--- src/rtl/s2dec_pkg.sv ---
package s2dec_pkg;

  // Width of the integer on the input stream
  localparam int unsigned IN_W        = 32;
  localparam int unsigned VALUE_BITS  = 32;

  // Result character
  localparam int unsigned CHAR_W      = 6;
  localparam int unsigned OUT_TDATA_W = 8;

  localparam logic [CHAR_W-1:0] ASCII_ZERO  = CHAR_W'(48);
  localparam logic [CHAR_W-1:0] ASCII_MINUS = CHAR_W'(45);

  // Double-dabble bits shifted per pipeline stage
  localparam int unsigned DAB_STEP = 4;

endpackage

--- src/rtl/signed_int_to_decimal_ascii_top.sv ---
// Signed integer to decimal ASCII text.
// Input stream s_axis: one item per integer, tdata[31:0] = value (two's
// complement, the low VALUE_BITS bits are used).
// Output stream m_axis: one item per character, most significant first.
// tdata[5:0] = char_code ('-' or '0'..'9', upper bits zero), tlast marks the
// final character of a number. Zero gives "0", a negative value gives '-'
// and then the digits of its magnitude, with no leading zeros.
// Pipeline: a sign/magnitude stage, ceil(VALUE_BITS/4) double-dabble stages
// that shift up to four bits each, a digit count stage, then a character
// serializer.
// Throughput: one character per cycle while m_axis_tready is high; an item
// has 1 to 11 characters at 32 bits. The serializer sets that rate; the
// pipeline ahead of it takes an item in every cycle while it has room.
// The next item is loaded in the cycle its predecessor's last character
// leaves, so back-to-back numbers stream without gaps.
// Reset clears all valid bits; no characters are pending after reset.
// When m_axis_tready is low the current character holds, the pipeline fills
// up and then s_axis_tready drops; nothing is lost or repeated.
module signed_int_to_decimal_ascii_top #(
  parameter int unsigned VALUE_BITS = s2dec_pkg::VALUE_BITS
) (
  input  logic                               clk_i,
  input  logic                               rst_ni,
  input  logic                               s_axis_tvalid,
  output logic                               s_axis_tready,
  input  logic [s2dec_pkg::IN_W-1:0]         s_axis_tdata,   // [31:0] value
  output logic                               m_axis_tvalid,
  input  logic                               m_axis_tready,
  output logic [s2dec_pkg::OUT_TDATA_W-1:0]  m_axis_tdata,   // [5:0] char_code
  output logic                               m_axis_tlast    // last_char
);

  localparam int unsigned VB     = VALUE_BITS;
  localparam int unsigned STEP   = s2dec_pkg::DAB_STEP;
  localparam int unsigned NDIG   = (VB * 31) / 100 + 1;
  localparam int unsigned BCD_W  = NDIG * 4;
  localparam int unsigned WW     = BCD_W + VB;
  localparam int unsigned NDAB   = (VB + STEP - 1) / STEP;
  localparam int unsigned CNT_W  = $clog2(NDIG + 1);
  localparam int unsigned IDX_W  = $clog2(NDIG);
  localparam int unsigned CW     = s2dec_pkg::CHAR_W;
  localparam int unsigned LAST_S = NDAB + 1;

  // Up to STEP double-dabble iterations on {bcd, remaining binary}
  function automatic logic [WW-1:0] dab_steps(input logic [WW-1:0] x,
                                              input int unsigned n);
    logic [WW-1:0] t;
    t = x;
    for (int k = 0; k < STEP; k++) begin
      if (k < n) begin
        for (int d = 0; d < NDIG; d++) begin
          if (t[VB+4*d +: 4] >= 4'd5) begin
            t[VB+4*d +: 4] = t[VB+4*d +: 4] + 4'd3;
          end
        end
        t = t << 1;
      end
    end
    return t;
  endfunction

  logic [LAST_S:0]   vld_q;
  logic [LAST_S+1:0] rdy;
  logic [LAST_S:0]   neg_q;
  logic [WW-1:0]     work_q [NDAB+1];
  logic [WW-1:0]     work_d [NDAB+1];
  logic [BCD_W-1:0]  bcdf_q;
  logic [CNT_W-1:0]  cnt_q;
  logic [CNT_W-1:0]  cnt_d;

  logic [VB-1:0]     val_w;
  logic              val_neg;
  logic [VB-1:0]     val_mag;

  logic              busy_q;
  logic              sgn_q;
  logic [IDX_W-1:0]  idx_q;
  logic [BCD_W-1:0]  bcd_q;
  logic [3:0]        dig [NDIG];
  logic [CW-1:0]     char_code;
  logic              ser_ready;
  logic              out_fire;

  // Bring the input to VALUE_BITS: truncate or zero-extend
  if (VB <= s2dec_pkg::IN_W) begin : g_trunc
    assign val_w = s_axis_tdata[VB-1:0];
  end else begin : g_ext
    assign val_w = {{(VB - s2dec_pkg::IN_W){1'b0}}, s_axis_tdata};
  end

  // The most negative value negates to itself, which as unsigned is 2^(VB-1)
  assign val_neg = val_w[VB-1];
  assign val_mag = val_neg ? ({VB{1'b0}} - val_w) : val_w;

  // A stage advances when it is empty or the next one advances
  assign rdy[LAST_S+1] = ser_ready;
  for (genvar s = 0; s <= LAST_S; s++) begin : g_rdy
    assign rdy[s] = !vld_q[s] || rdy[s+1];
  end

  assign s_axis_tready = rdy[0];

  assign work_d[0] = {{BCD_W{1'b0}}, val_mag};
  for (genvar s = 1; s <= NDAB; s++) begin : g_dab
    localparam int unsigned NSTEP =
      (VB - STEP * (s - 1) >= STEP) ? STEP : VB - STEP * (s - 1);
    assign work_d[s] = dab_steps(work_q[s-1], NSTEP);
  end

  // Count significant digits; zero still has one
  always_comb begin
    cnt_d = CNT_W'(1);
    for (int d = 0; d < NDIG; d++) begin
      if (work_q[NDAB][VB+4*d +: 4] != 4'd0) begin
        cnt_d = CNT_W'(d + 1);
      end
    end
  end

  always_ff @(posedge clk_i or negedge rst_ni) begin
    if (!rst_ni) begin
      vld_q <= '0;
    end else begin
      if (rdy[0]) begin
        vld_q[0] <= s_axis_tvalid;
      end
      for (int s = 1; s <= LAST_S; s++) begin
        if (rdy[s]) begin
          vld_q[s] <= vld_q[s-1];
        end
      end
    end
  end

  always_ff @(posedge clk_i) begin
    if (rdy[0]) begin
      work_q[0] <= work_d[0];
      neg_q[0]  <= val_neg;
    end
    for (int s = 1; s <= NDAB; s++) begin
      if (rdy[s]) begin
        work_q[s] <= work_d[s];
        neg_q[s]  <= neg_q[s-1];
      end
    end
    if (rdy[LAST_S]) begin
      bcdf_q        <= work_q[NDAB][WW-1:VB];
      cnt_q         <= cnt_d;
      neg_q[LAST_S] <= neg_q[NDAB];
    end
  end

  // Character serializer
  for (genvar d = 0; d < NDIG; d++) begin : g_dig
    assign dig[d] = bcd_q[4*d +: 4];
  end

  assign char_code     = sgn_q ? s2dec_pkg::ASCII_MINUS
                               : s2dec_pkg::ASCII_ZERO + CW'(dig[idx_q]);
  assign m_axis_tvalid = busy_q;
  assign m_axis_tdata  = {{(s2dec_pkg::OUT_TDATA_W - CW){1'b0}}, char_code};
  assign m_axis_tlast  = !sgn_q && (idx_q == '0);
  assign out_fire      = busy_q && m_axis_tready;
  assign ser_ready     = !busy_q || (m_axis_tready && m_axis_tlast);

  always_ff @(posedge clk_i or negedge rst_ni) begin
    if (!rst_ni) begin
      busy_q <= 1'b0;
      sgn_q  <= 1'b0;
      idx_q  <= '0;
    end else if (ser_ready) begin
      busy_q <= vld_q[LAST_S];
      sgn_q  <= neg_q[LAST_S];
      idx_q  <= IDX_W'(cnt_q - CNT_W'(1));
    end else if (out_fire) begin
      if (sgn_q) begin
        sgn_q <= 1'b0;
      end else begin
        idx_q <= idx_q - IDX_W'(1);
      end
    end
  end

  always_ff @(posedge clk_i) begin
    if (ser_ready) begin
      bcd_q <= bcdf_q;
    end
  end

`ifndef ASSERT_OFF
  a_char_range: assert property (@(posedge clk_i) disable iff (!rst_ni)
    m_axis_tvalid |-> (char_code == s2dec_pkg::ASCII_MINUS) ||
      ((char_code >= s2dec_pkg::ASCII_ZERO) &&
       (char_code <= s2dec_pkg::ASCII_ZERO + CW'(9))))
    else $error("character code out of range");

  a_minus_not_last: assert property (@(posedge clk_i) disable iff (!rst_ni)
    (m_axis_tvalid && sgn_q) |-> !m_axis_tlast)
    else $error("minus sign marked as last character");

  a_stage_hold: assert property (@(posedge clk_i) disable iff (!rst_ni)
    (vld_q[LAST_S] && !ser_ready) |=> vld_q[LAST_S])
    else $error("stalled item dropped from count stage");
`endif

endmodule
--- config.mk ---
export PLATFORM = sky130hd
export DESIGN_NAME = signed_int_to_decimal_ascii_top
export DESIGN_NICKNAME = d
export VERILOG_FILES = /design/src/rtl/s2dec_pkg.sv /design/src/rtl/signed_int_to_decimal_ascii_top.sv
export SDC_FILE = /design/constraint.sdc
export NUM_CORES = 1
export LEC_CHECK = 0
export ABC_AREA = 1
export BUFFER_PORTS_ARGS = -buffer_cell sky130_fd_sc_hd__buf_2
export CAP_MARGIN = 25
export CORE_ASPECT_RATIO = 1.4
export CORE_MARGIN = 2
export CORE_UTILIZATION = 40
export CTS_BUF_LIST = sky130_fd_sc_hd__clkbuf_8
export DETAILED_ROUTE_END_ITERATION = 10
export GPL_ROUTABILITY_DRIVEN = 0
export PLACE_DENSITY_LB_ADDON = 0.2
export REMOVE_ABC_BUFFERS = 1
export SYNTH_ARGS = -nofsm -noshare
export SYNTH_HDL_FRONTEND = slang
export SYNTH_SLANG_ARGS = --single-unit
--- constraint.sdc ---
create_clock -name clk_i -period 8 [get_ports clk_i]
set_input_delay 1.2 -clock clk_i [delete_from_list [all_inputs] [get_ports clk_i]]
set_output_delay 1.2 -clock clk_i [all_outputs]
set_load 0.005 [all_outputs]
* Word-level counts from Yosys, hierarchy flattened
Memory sizes are Yosys's and may differ from the RTL's. Cells that the tools add are included.
Word-level totals: bits of input ports 36, register bits after elaboration 110, RAM bits 648, memories kept 1, output and inout bits 11, word-level logic and storage cells 1070
Memories:
- work_q | words 9, width 72, read ports 9, clocked after memory_dff 0, wr ports 9, RTL line signed_int_to_decimal_ascii_top.sv:65 | logic [WW-1:0] work_q [NDAB+1];
Cells by class: mux-type cells 356, bitwise gates (word level) 1, add/subtract/negate cells 324, reductions and logical operators 39, $lt $le $gt $ge 321, eq/ne operators 1
Operators by type and width (count):
- 4-bit by 3-bit greater-or-equal comparator with 1-bit output (second input constant) | 320
- 4-bit 2-to-1 mux | 298
- 4-bit by 2-bit adder with 4-bit output (second input constant) | 288
- 3-bit by 2-bit adder with 3-bit output (second input constant) | 32
- 3-bit 2-to-1 mux | 32
- 4-bit nonzero test | 9
- 32-bit 2-to-1 mux | 1
- 1-bit by 32-bit subtractor with 32-bit output (first input constant) | 1
- 1-bit 2-to-1 mux | 20
- 4-bit binary-select mux with 4-bit select | 1
- 1-bit zero test | 12
- 1-bit logical OR | 11
- 4-bit by 1-bit subtractor with 4-bit output (second input constant) | 2
- 5-bit by 5-bit adder with 6-bit output (first input constant) | 1
- 2-bit 2-to-1 mux | 3
- 6-bit 2-to-1 mux | 1
- 5-bit greater-or-equal comparator (second input constant) | 1
- 4-bit inverter with 5-bit output | 1
- 4-bit zero test | 1
- 1-bit logical AND | 3
- 3-bit OR reduction | 1
- 2-bit by 1-bit != test with 1-bit output (second input constant) | 1
- 2-bit AND reduction | 1
- 2-bit nonzero test | 1

* Depth between registers and ports, before layout
Gate-level depths: netlist of the first run.
word-level depth 16, mapped depth 27, mapped depth without buffers 27

* Worst setup path before layout of the first run
Ideal clock, no wire load.
path type input -> output, start point in m_axis_tready, end point out s_axis_tready, data required time 6.800 ns, data arrival time 6.022 ns, cell stages on the path 8, path buffers 0, setup slack 0.778 ns, cells stage by stage or2_2 o21ai_2 nand4_1 or2_1 nor2_4 nand4_2 nor2_1 nand2_1
On the way: cells in the longest elaborated chain, start to end 12
Ends and longest elaborated chain:
- from (decl) | RTL line signed_int_to_decimal_ascii_top.sv:28 | input logic m_axis_tready,
- 1-bit logical AND | RTL line signed_int_to_decimal_ascii_top.sv:164 | assign ser_ready = !busy_q || (m_axis_tready && m_axis_tlast);
- 1-bit logical OR | RTL line signed_int_to_decimal_ascii_top.sv:164
- 1-bit logical OR (3 in a row) | RTL line signed_int_to_decimal_ascii_top.sv:98 | assign rdy[s] = !vld_q[s] || rdy[s+1];
- via rdy[7] | RTL line signed_int_to_decimal_ascii_top.sv:63 | logic [LAST_S+1:0] rdy;
- 1-bit logical OR | RTL line signed_int_to_decimal_ascii_top.sv:98
- via rdy[6] | RTL line signed_int_to_decimal_ascii_top.sv:63
- 1-bit logical OR (4 in a row) | RTL line signed_int_to_decimal_ascii_top.sv:98
- via rdy[2] | RTL line signed_int_to_decimal_ascii_top.sv:63
- 1-bit logical OR (2 in a row) | RTL line signed_int_to_decimal_ascii_top.sv:98
- to (decl) | RTL line signed_int_to_decimal_ascii_top.sv:25 | output logic s_axis_tready,
The timed path passes the listed nets, and every way through them passes these cells.

* Final worst setup path of the first run
start point reg idx_q[1], end point out s_axis_tready
On the way: cells in the longest elaborated chain, start to end 14
Ends and longest elaborated chain:
- from (decl) | RTL line signed_int_to_decimal_ascii_top.sv:77 | logic [IDX_W-1:0] idx_q;
- from (signal assigned) | RTL line signed_int_to_decimal_ascii_top.sv:174 | idx_q <= IDX_W'(cnt_q - CNT_W'(1));
- from (signal assigned) | RTL line signed_int_to_decimal_ascii_top.sv:179 | idx_q <= idx_q - IDX_W'(1);
- 4-bit zero test | RTL line signed_int_to_decimal_ascii_top.sv:162 | assign m_axis_tlast = !sgn_q && (idx_q == '0);
- 1-bit logical AND | RTL line signed_int_to_decimal_ascii_top.sv:162
- 1-bit logical AND | RTL line signed_int_to_decimal_ascii_top.sv:164
- 1-bit logical OR | RTL line signed_int_to_decimal_ascii_top.sv:164
- 1-bit logical OR (3 in a row) | RTL line signed_int_to_decimal_ascii_top.sv:98
- via rdy[7] | RTL line signed_int_to_decimal_ascii_top.sv:63
- 1-bit logical OR | RTL line signed_int_to_decimal_ascii_top.sv:98
- via rdy[6] | RTL line signed_int_to_decimal_ascii_top.sv:63
- 1-bit logical OR (4 in a row) | RTL line signed_int_to_decimal_ascii_top.sv:98
- via rdy[2] | RTL line signed_int_to_decimal_ascii_top.sv:63
- 1-bit logical OR (2 in a row) | RTL line signed_int_to_decimal_ascii_top.sv:98
The timed path passes the listed nets, and every way through them passes these cells.

==> impl_metrics.env, run 1 <==
export IMPL_outcome="completed"
export IMPL_clk_path_buf_depth=3
export IMPL_hold_class="reg2reg"
export IMPL_synth_edff_count=423
export IMPL_fin_ws_ps=2340
export IMPL_die_w_um=233
export IMPL_cts_made_buffers=73
export IMPL_slew_viol_final=0
export IMPL_io_pin_count=47
export IMPL_gr_usage_all_layers=0.135
export IMPL_postCtsSetupBuffers=0
export IMPL_cts_hold_buffers=0
export IMPL_tns_ps=0
export IMPL_avgViaCountPerCell=4.72
export IMPL_max_stage_delay_ps=480
export IMPL_drc=0
export IMPL_ys_seq_elements=439
export IMPL_drive_gt1_frac=0.0855
export IMPL_wl_mm=50.0
export IMPL_syn_cell_area_um2=29400
export IMPL_startpoint_type="register"
export IMPL_post_dp_hpwl_mm=39.5
export IMPL_period_needed_ps=5660
export IMPL_wl_per_cell_um=10.3
export IMPL_die_area_um2=75800
export IMPL_worst_pin_slew_ps=963
export IMPL_critPathRequiredTime_ps=6800
export IMPL_root_buffer="clkbuf_8"
export IMPL_first_iter_violations=714
export IMPL_stdcell_area_um2=32400
export IMPL_cts_sinks=439
export IMPL_whs_path_depth=0
export IMPL_clock_latency_ps=680
export IMPL_cts_htree_levels=3
export IMPL_netlist_instances=3745
export IMPL_place_ws_ps=2420
export IMPL_max_cap_violations=0
export IMPL_hold_viol_final=0
export IMPL_slew_headroom=0.352
export IMPL_syn_avg_cell_area_um2=7.86
export IMPL_synth_yosys_seq_area_share=0.445
export IMPL_num_rows=117
export IMPL_ys_flop_type="edfxtp_1"
export IMPL_worst_setup_path_type="reg2out"
export IMPL_r2r_cells=14
export IMPL_grt_max_degree=47
export IMPL_finalSetupViolations=0
export IMPL_core_area_um2=72800
export IMPL_synthArstFlopShare=0.0364
export IMPL_grt_pass1_vias=21900
export IMPL_cts_tree="done"
export IMPL_slowest_stage="dfrtp_1"
export IMPL_min_period_over_period=0.707
export IMPL_die_height_um=325
export IMPL_dr_pass1_iters=7
export IMPL_fmax_mhz=177
export IMPL_vias=23000
export IMPL_crit_chain="inv_2, nand2_1, nor4_2, o21ai_2, nand4_1, buf_4, or2_2, buf_4, nor2_4, nand4_2, buf_4, nor2_1, nand2_1, buf_4, buf_2"
export IMPL_grt_pass1_wl_mm=87.4
export IMPL_rsz0062_at_grt="false"
export IMPL_cp_arrival_ps=4460
export IMPL_yosysWarnings=0
export IMPL_numPortBuffers=43
export IMPL_finClkSkew_ps=41.5
export IMPL_placement_cell_area_um2=30900
export IMPL_synth_distinct_cells=52
export IMPL_syn2layout_area_growth_pct=10.2
export IMPL_clkTransAtPathRegs_ps=60
export IMPL_initial_utilization=0.404
export IMPL_ant_nets=0
export IMPL_worstSetupEndpointType="primary output"
export IMPL_antenna_found_initial=1
export IMPL_cts_repair_resized=0
export IMPL_cpMostUsedCell="buf_4"
export IMPL_fin_nets=4043
export IMPL_gr_total_overflow=0
export IMPL_crit_path_max_fanout=44
metrics by stage:
step / util / hold slack [ps] / std cells
6_report: 0.446 / 387 / 4873
5_1_grt: 0.446 / 410 / 4873
4_1_cts: 0.445 / 388 / 4869
3_5_place_dp: 0.424 / 405 / 4738
3_3_place_gp: 0.424 / 401 / 4738
2_1_floorplan: - / 400 / 3734
synth_stat cells, types with 5 or more instances:
cell type	count	share of area
edfxtp_1	423	0.43
o21ai_1	58	0.0099
o211ai_1	7	0.0018
or2_2	9	0.0019
xnor2_1	15	0.0045
nor4_1	11	0.0023
nand3b_1	11	0.0028
ha_1	144	0.061
nand3_2	43	0.015
a21oi_1	37	0.0063
dfrtp_1	16	0.014
nand2_2	86	0.018
nand3_1	372	0.063
o21ai_0	112	0.019
o22ai_1	7	0.0015
inv_1	652	0.083
o221ai_1	5	0.0015
clkbuf_1	7	0.00089
nand4_1	110	0.023
nor2_1	92	0.012
a21o_1	25	0.0064
o21bai_1	5	0.0013
and2_1	17	0.0036
xor2_1	90	0.027
o21ai_2	18	0.0054
nand2_1	1320	0.17
worst max-delay path, delay by kind of cell (launching register included):
kind,cells,cell delay (ps)
buf+inv,6,2030
compound gates,1,210
flops,1,480
simple gates,8,1030
area by class of cell:
type,count,area (µm²)
diodes,2,5.00
clock buffers,73,1000
clock inverters,58,507
fillers,7282,40300
inverters,657,2470
multi-input cells,2638,13800
flip-flops and latches,439,13100
well taps,952,1190
repair buffers,54,330
path summary, 6_finish.rpt:
kind	start	to	slack [ps]
hold reg to reg	work_q[0][388]$_DFFE_PP_	work_q[0][464]$_DFFE_PP_	390
min in group asynchronous	rst_ni	m_axis_tvalid$_DFFE_PN0N_	500
setup reg to reg	idx_q[1]$_DFFE_PN0P_	work_q[0][23]$_DFFE_PP_	4040
setup / recovery	idx_q[1]$_DFFE_PN0P_	s_axis_tready	2340
max in group asynchronous	rst_ni	vld_q[4]$_DFFE_PN0P_	7120
hold / removal	work_q[0][388]$_DFFE_PP_	work_q[0][464]$_DFFE_PP_	390
placed cells by master, fill, tap and decap left out, types with 58 or more instances in the layout:
master / n
ha_1: 144
o21ai_0: 112
nor2_1: 92
edfxtp_1: 423
o21ai_1: 58
inv_1: 668
xor2_1: 90
nand4_1: 110
clkbuf_8: 73
nand2_1: 1319
nand2_2: 87
nand3_1: 370
logic make-up after synthesis:
kind of cell / count (synthesis) / synth area share
fa+ha+maj: 144 / 0.0612
buf+inv: 669 / 0.0858
compound gates: 295 / 0.0587
other cells: 2 / 0.000255
xor+xnor: 109 / 0.0335
mux: 1 / 0.000383
flops: 439 / 0.445
simple gates: 2086 / 0.315
flip-flops by register name, indices dropped and copies added, names as in the netlist:
register / cells
bcd_q: 40
idx_q: 4
neg_q: 10
m_axis_tvalid: 1
bcdf_q: 40
work_q: 329
cnt_q: 4
sgn_q: 1
vld_q: 10
routing by layer:
layer  GRT usage  part of all wire  vias up
met1       0.122              0.38    10300
met5           0                 0        -
met3      0.0232             0.026       84
met2       0.281              0.57      167
li1            -                 -    12500
met4      0.0547             0.029        0
Power of run 1 is left out: the tool's default activity adds up to more than one toggle a clock period on the data nets, which glitch-free logic cannot reach.
==> run 2, diff against run 1 <==
ABC_AREA = 0   (was 1)
clock period = 4.5 ns   (was 8 ns; I/O delays follow)
==> run 2 against run 1 <==
Effect of this change:
- via count up 3.9%
- cell count down 9.0%
- largest cell class unchanged
- sequential cell count unchanged
- synthesized area up 6.2%
- routed wire length up 25%
==> impl_metrics.env, run 2 <==
export IMPL_cts_htree_levels=3
export IMPL_hold_viol_final=0
export IMPL_met2_length_mm=34.7
export IMPL_layout_commonest_cell="edfxtp_1"
export IMPL_grt_max_degree=47
export IMPL_die_w_um=240
export IMPL_finalSetupViolations=0
export IMPL_critPathRequiredTime_ps=4910
export IMPL_post_dp_hpwl_mm=46.0
export IMPL_min_period_over_period=0.916
export IMPL_clock_latency_ps=660
export IMPL_clkTransAtPathRegs_ps=60
export IMPL_dr_pass1_iters=5
export IMPL_powerDensity_nw_per_um2=511
export IMPL_final_cell_mix="edfxtp_1 (423), a21oi_1 (304), o21ai_0 (301), nor2_1 (265), nand2_1 (262)"
export IMPL_grt_pass1_vias=22800
export IMPL_ant_nets=0
export IMPL_syn_cell_area_um2=31300
export IMPL_max_stage_delay_ps=450
export IMPL_cts_tree="done"
export IMPL_synth_yosys_seq_area_share=0.419
export IMPL_synth_top_area_frac=0.406
export IMPL_synth_compound_area_frac=0.221
export IMPL_finClkSkew_ps=30.7
export IMPL_synthTopCellsByArea="edfxtp_1 (41%), ha_1 (5.8%), a21oi_1 (4.9%)"
export IMPL_yosysWarnings=0
export IMPL_largest_register="work_q"
export IMPL_synth_edff_count=423
export IMPL_p_int_mw=10.8
export IMPL_netlist_instances=3255
export IMPL_cp_arrival_ps=4530
export IMPL_gr_usage_all_layers=0.156
export IMPL_syn2layout_area_growth_pct=9.67
export IMPL_placement_cell_area_um2=32800
export IMPL_routed_top_layer="met4"
export IMPL_synth_top_area_cell="edfxtp_1"
export IMPL_root_buffer="clkbuf_8"
export IMPL_core_area_um2=77500
export IMPL_stdcell_area_um2=34300
export IMPL_num_rows=121
export IMPL_cts_sinks=439
export IMPL_ys_flop_type="edfxtp_1"
export IMPL_clk_path_buf_depth=3
export IMPL_hold_class="in2reg"
export IMPL_antenna_found_initial=1
export IMPL_dp_cells=4297
export IMPL_ir_worst_vdd_mv=0.262
export IMPL_timing_hold_ws_ps=227
export IMPL_worst_pin_slew_ps=992
export IMPL_pwr_share_seq=0.326
export IMPL_worstSetupEndpointType="register"
export IMPL_synthArstFlopShare=0.0364
export IMPL_startpoint_type="register"
export IMPL_p_total_mw=17.5
export IMPL_slew_headroom=0.320
export IMPL_fmax_mhz=243
export IMPL_clkPwrFrac=0.207
export IMPL_max_cap_violations=0
export IMPL_synthXorXnorAreaFrac=0.0593
export IMPL_power_frac_comb=0.468
export IMPL_slowest_stage="mux2i_2"
export IMPL_tns_ps=0
export IMPL_first_iter_violations=1057
export IMPL_utilization=0.442
export IMPL_crit_path_max_fanout=9
export IMPL_synth_top_family_by_area="compound AO/OA/AOI/OAI gates"
export IMPL_die_height_um=335
export IMPL_numPortBuffers=43
export IMPL_yosys_area_share_simple=0.141
export IMPL_grt_pass1_wl_mm=106
export IMPL_syn_avg_cell_area_um2=9.60
export IMPL_avgViaCountPerCell=5.39
export IMPL_switching_share=0.385
export IMPL_slew_viol_final=0
export IMPL_postCtsSetupBuffers=0
export IMPL_synth_distinct_cells=102
export IMPL_rsz0062_at_grt="false"
export IMPL_fin_ws_ps=378
export IMPL_drive_gt1_frac=0.113
export IMPL_wl_mm=62.3
export IMPL_synth_area_mux_share=0.0646
export IMPL_wl_per_cell_um=14.1
export IMPL_layout_cells_non_filler=4432
export IMPL_cts_made_buffers=76
export IMPL_vias=23900
export IMPL_period_needed_ps=4120
export IMPL_reg_top3="work_q: 329 flops, bcd_q: 40 flops, bcdf_q: 40 flops"
export IMPL_drc=0
export IMPL_die_area_um2=80400
export IMPL_io_pin_count=47
export IMPL_worst_setup_path_type="reg2reg"
export IMPL_synthTopCellsByCount="edfxtp_1 (423), a21oi_1 (304), o21ai_0 (301), nand2_1 (266), nor2_1 (265)"
export IMPL_ys_seq_elements=439
export IMPL_crit_chain="inv_1, ha_1, nand2b_1, a21oi_1, xnor2_1, ha_1, nand2b_1, nor2b_1, o21a_1, a211oi_2, mux2i_2, o21ai_0, xor2_1, or2_2, mux2_2"
export IMPL_met1_length_mm=24.5
export IMPL_largest_register_ffs=329
export IMPL_power_leakage_nw=12.4
export IMPL_fin_nets=3512
export IMPL_outcome="completed"
export IMPL_initial_utilization=0.403
export IMPL_power_switching_mw=6.74
export IMPL_synth_most_common_cell="edfxtp_1"
export IMPL_place_ws_ps=368
export IMPL_gr_total_overflow=0
export IMPL_synthAdderAreaFrac=0.0596
export IMPL_met3_length_mm=1.66
==> run 2: cell count changes after synthesis, moves of 70 or more <==
cell      change
a21oi_1     +267
nand2b_1     +88
xnor2_1     +144
nand2_1    -1054
a31oi_1      +78
nor2_1      +173
mux2_2       +70
nand4_1     -109
mux2i_1      +96
nand3_1     -320
inv_1       -466
nand2_2      -86
o21ai_0     +189
==> run 2: worst paths after layout <==
check,startpoint,to,slack (ps),cells past startpoint
max in group asynchronous,rst_ni,vld_q[0]$_DFFE_PN0P_,3580,2
min in group asynchronous,rst_ni,idx_q[3]$_DFFE_PN0P_,530,2
worst min register to register,work_q[0][165]$_DFFE_PP_,work_q[0][241]$_DFFE_PP_,400,0
worst max-delay path,work_q[0][104]$_DFFE_PP_,work_q[0][183]$_DFFE_PP_,380,15
worst max register to register,work_q[0][104]$_DFFE_PP_,work_q[0][183]$_DFFE_PP_,380,15
worst min-delay path,s_axis_tdata[0],work_q[0][0]$_DFFE_PP_,230,1
==> run 2: power groups by stage <==
stage | sequential [mW] | combinational [mW] | clock (mW)
floorplan | 5.71 | 6.52 | 0
global placement | 5.78 | 8.11 | 0
detailed placement | 5.79 | 8.19 | 0
CTS | 5.71 | 8.22 | 3.78
global route | 5.76 | 9.32 | 3.93
finish | 5.70 | 8.18 | 3.62
==> run 2: kinds of logic after synthesis <==
| kind of cell | Yosys count |
|---|---|
| AOI/OAI and AO/OA | 1087 |
| xor gates and xnor gates | 195 |
| adders and majority gates | 150 |
| buffers and inverters | 281 |
| DFF | 439 |
| muxes | 180 |
| other | 2 |
| and+or+nand+nor | 921 |
==> run 2: what timing repair did <==
item,in CTS,in global routing
resized for setup,0,1
setup endpoints to repair,0,2
endpoints found under the hold margin,16,0
hold buffers,1,0
==> run 2: layout make-up <==
class	instances	area (µm²)
Antenna cell	1	2.50
Clock buffer	80	1100
Sequential cell	439	13100
Inverter	193	732
Fill cell	7591	43200
Multi-Input combinational cell	2536	17100
Clock inverter	52	377
Tap cell	1045	1310
Timing Repair Buffer	86	566
==> run 2: per-layer routing <==
metal / track usage / vias to the layer above
met5: 0 / -
met4: 0.0518 / 0
met3: 0.0209 / 93
met2: 0.313 / 282
met1: 0.162 / 11200
li1: - / 12300
==> run 2: worst max-delay path, delay by kind of cell (launching register included) <==
family	cells	cell delay (ps)
AOI/OAI and AO/OA	4	980
muxes	2	730
and+or+nand+nor	4	710
adders and majority gates	2	480
xor gates and xnor gates	2	450
DFF	1	410
buffers and inverters	1	120
Note: power is estimated with default switching activity, not from simulation.
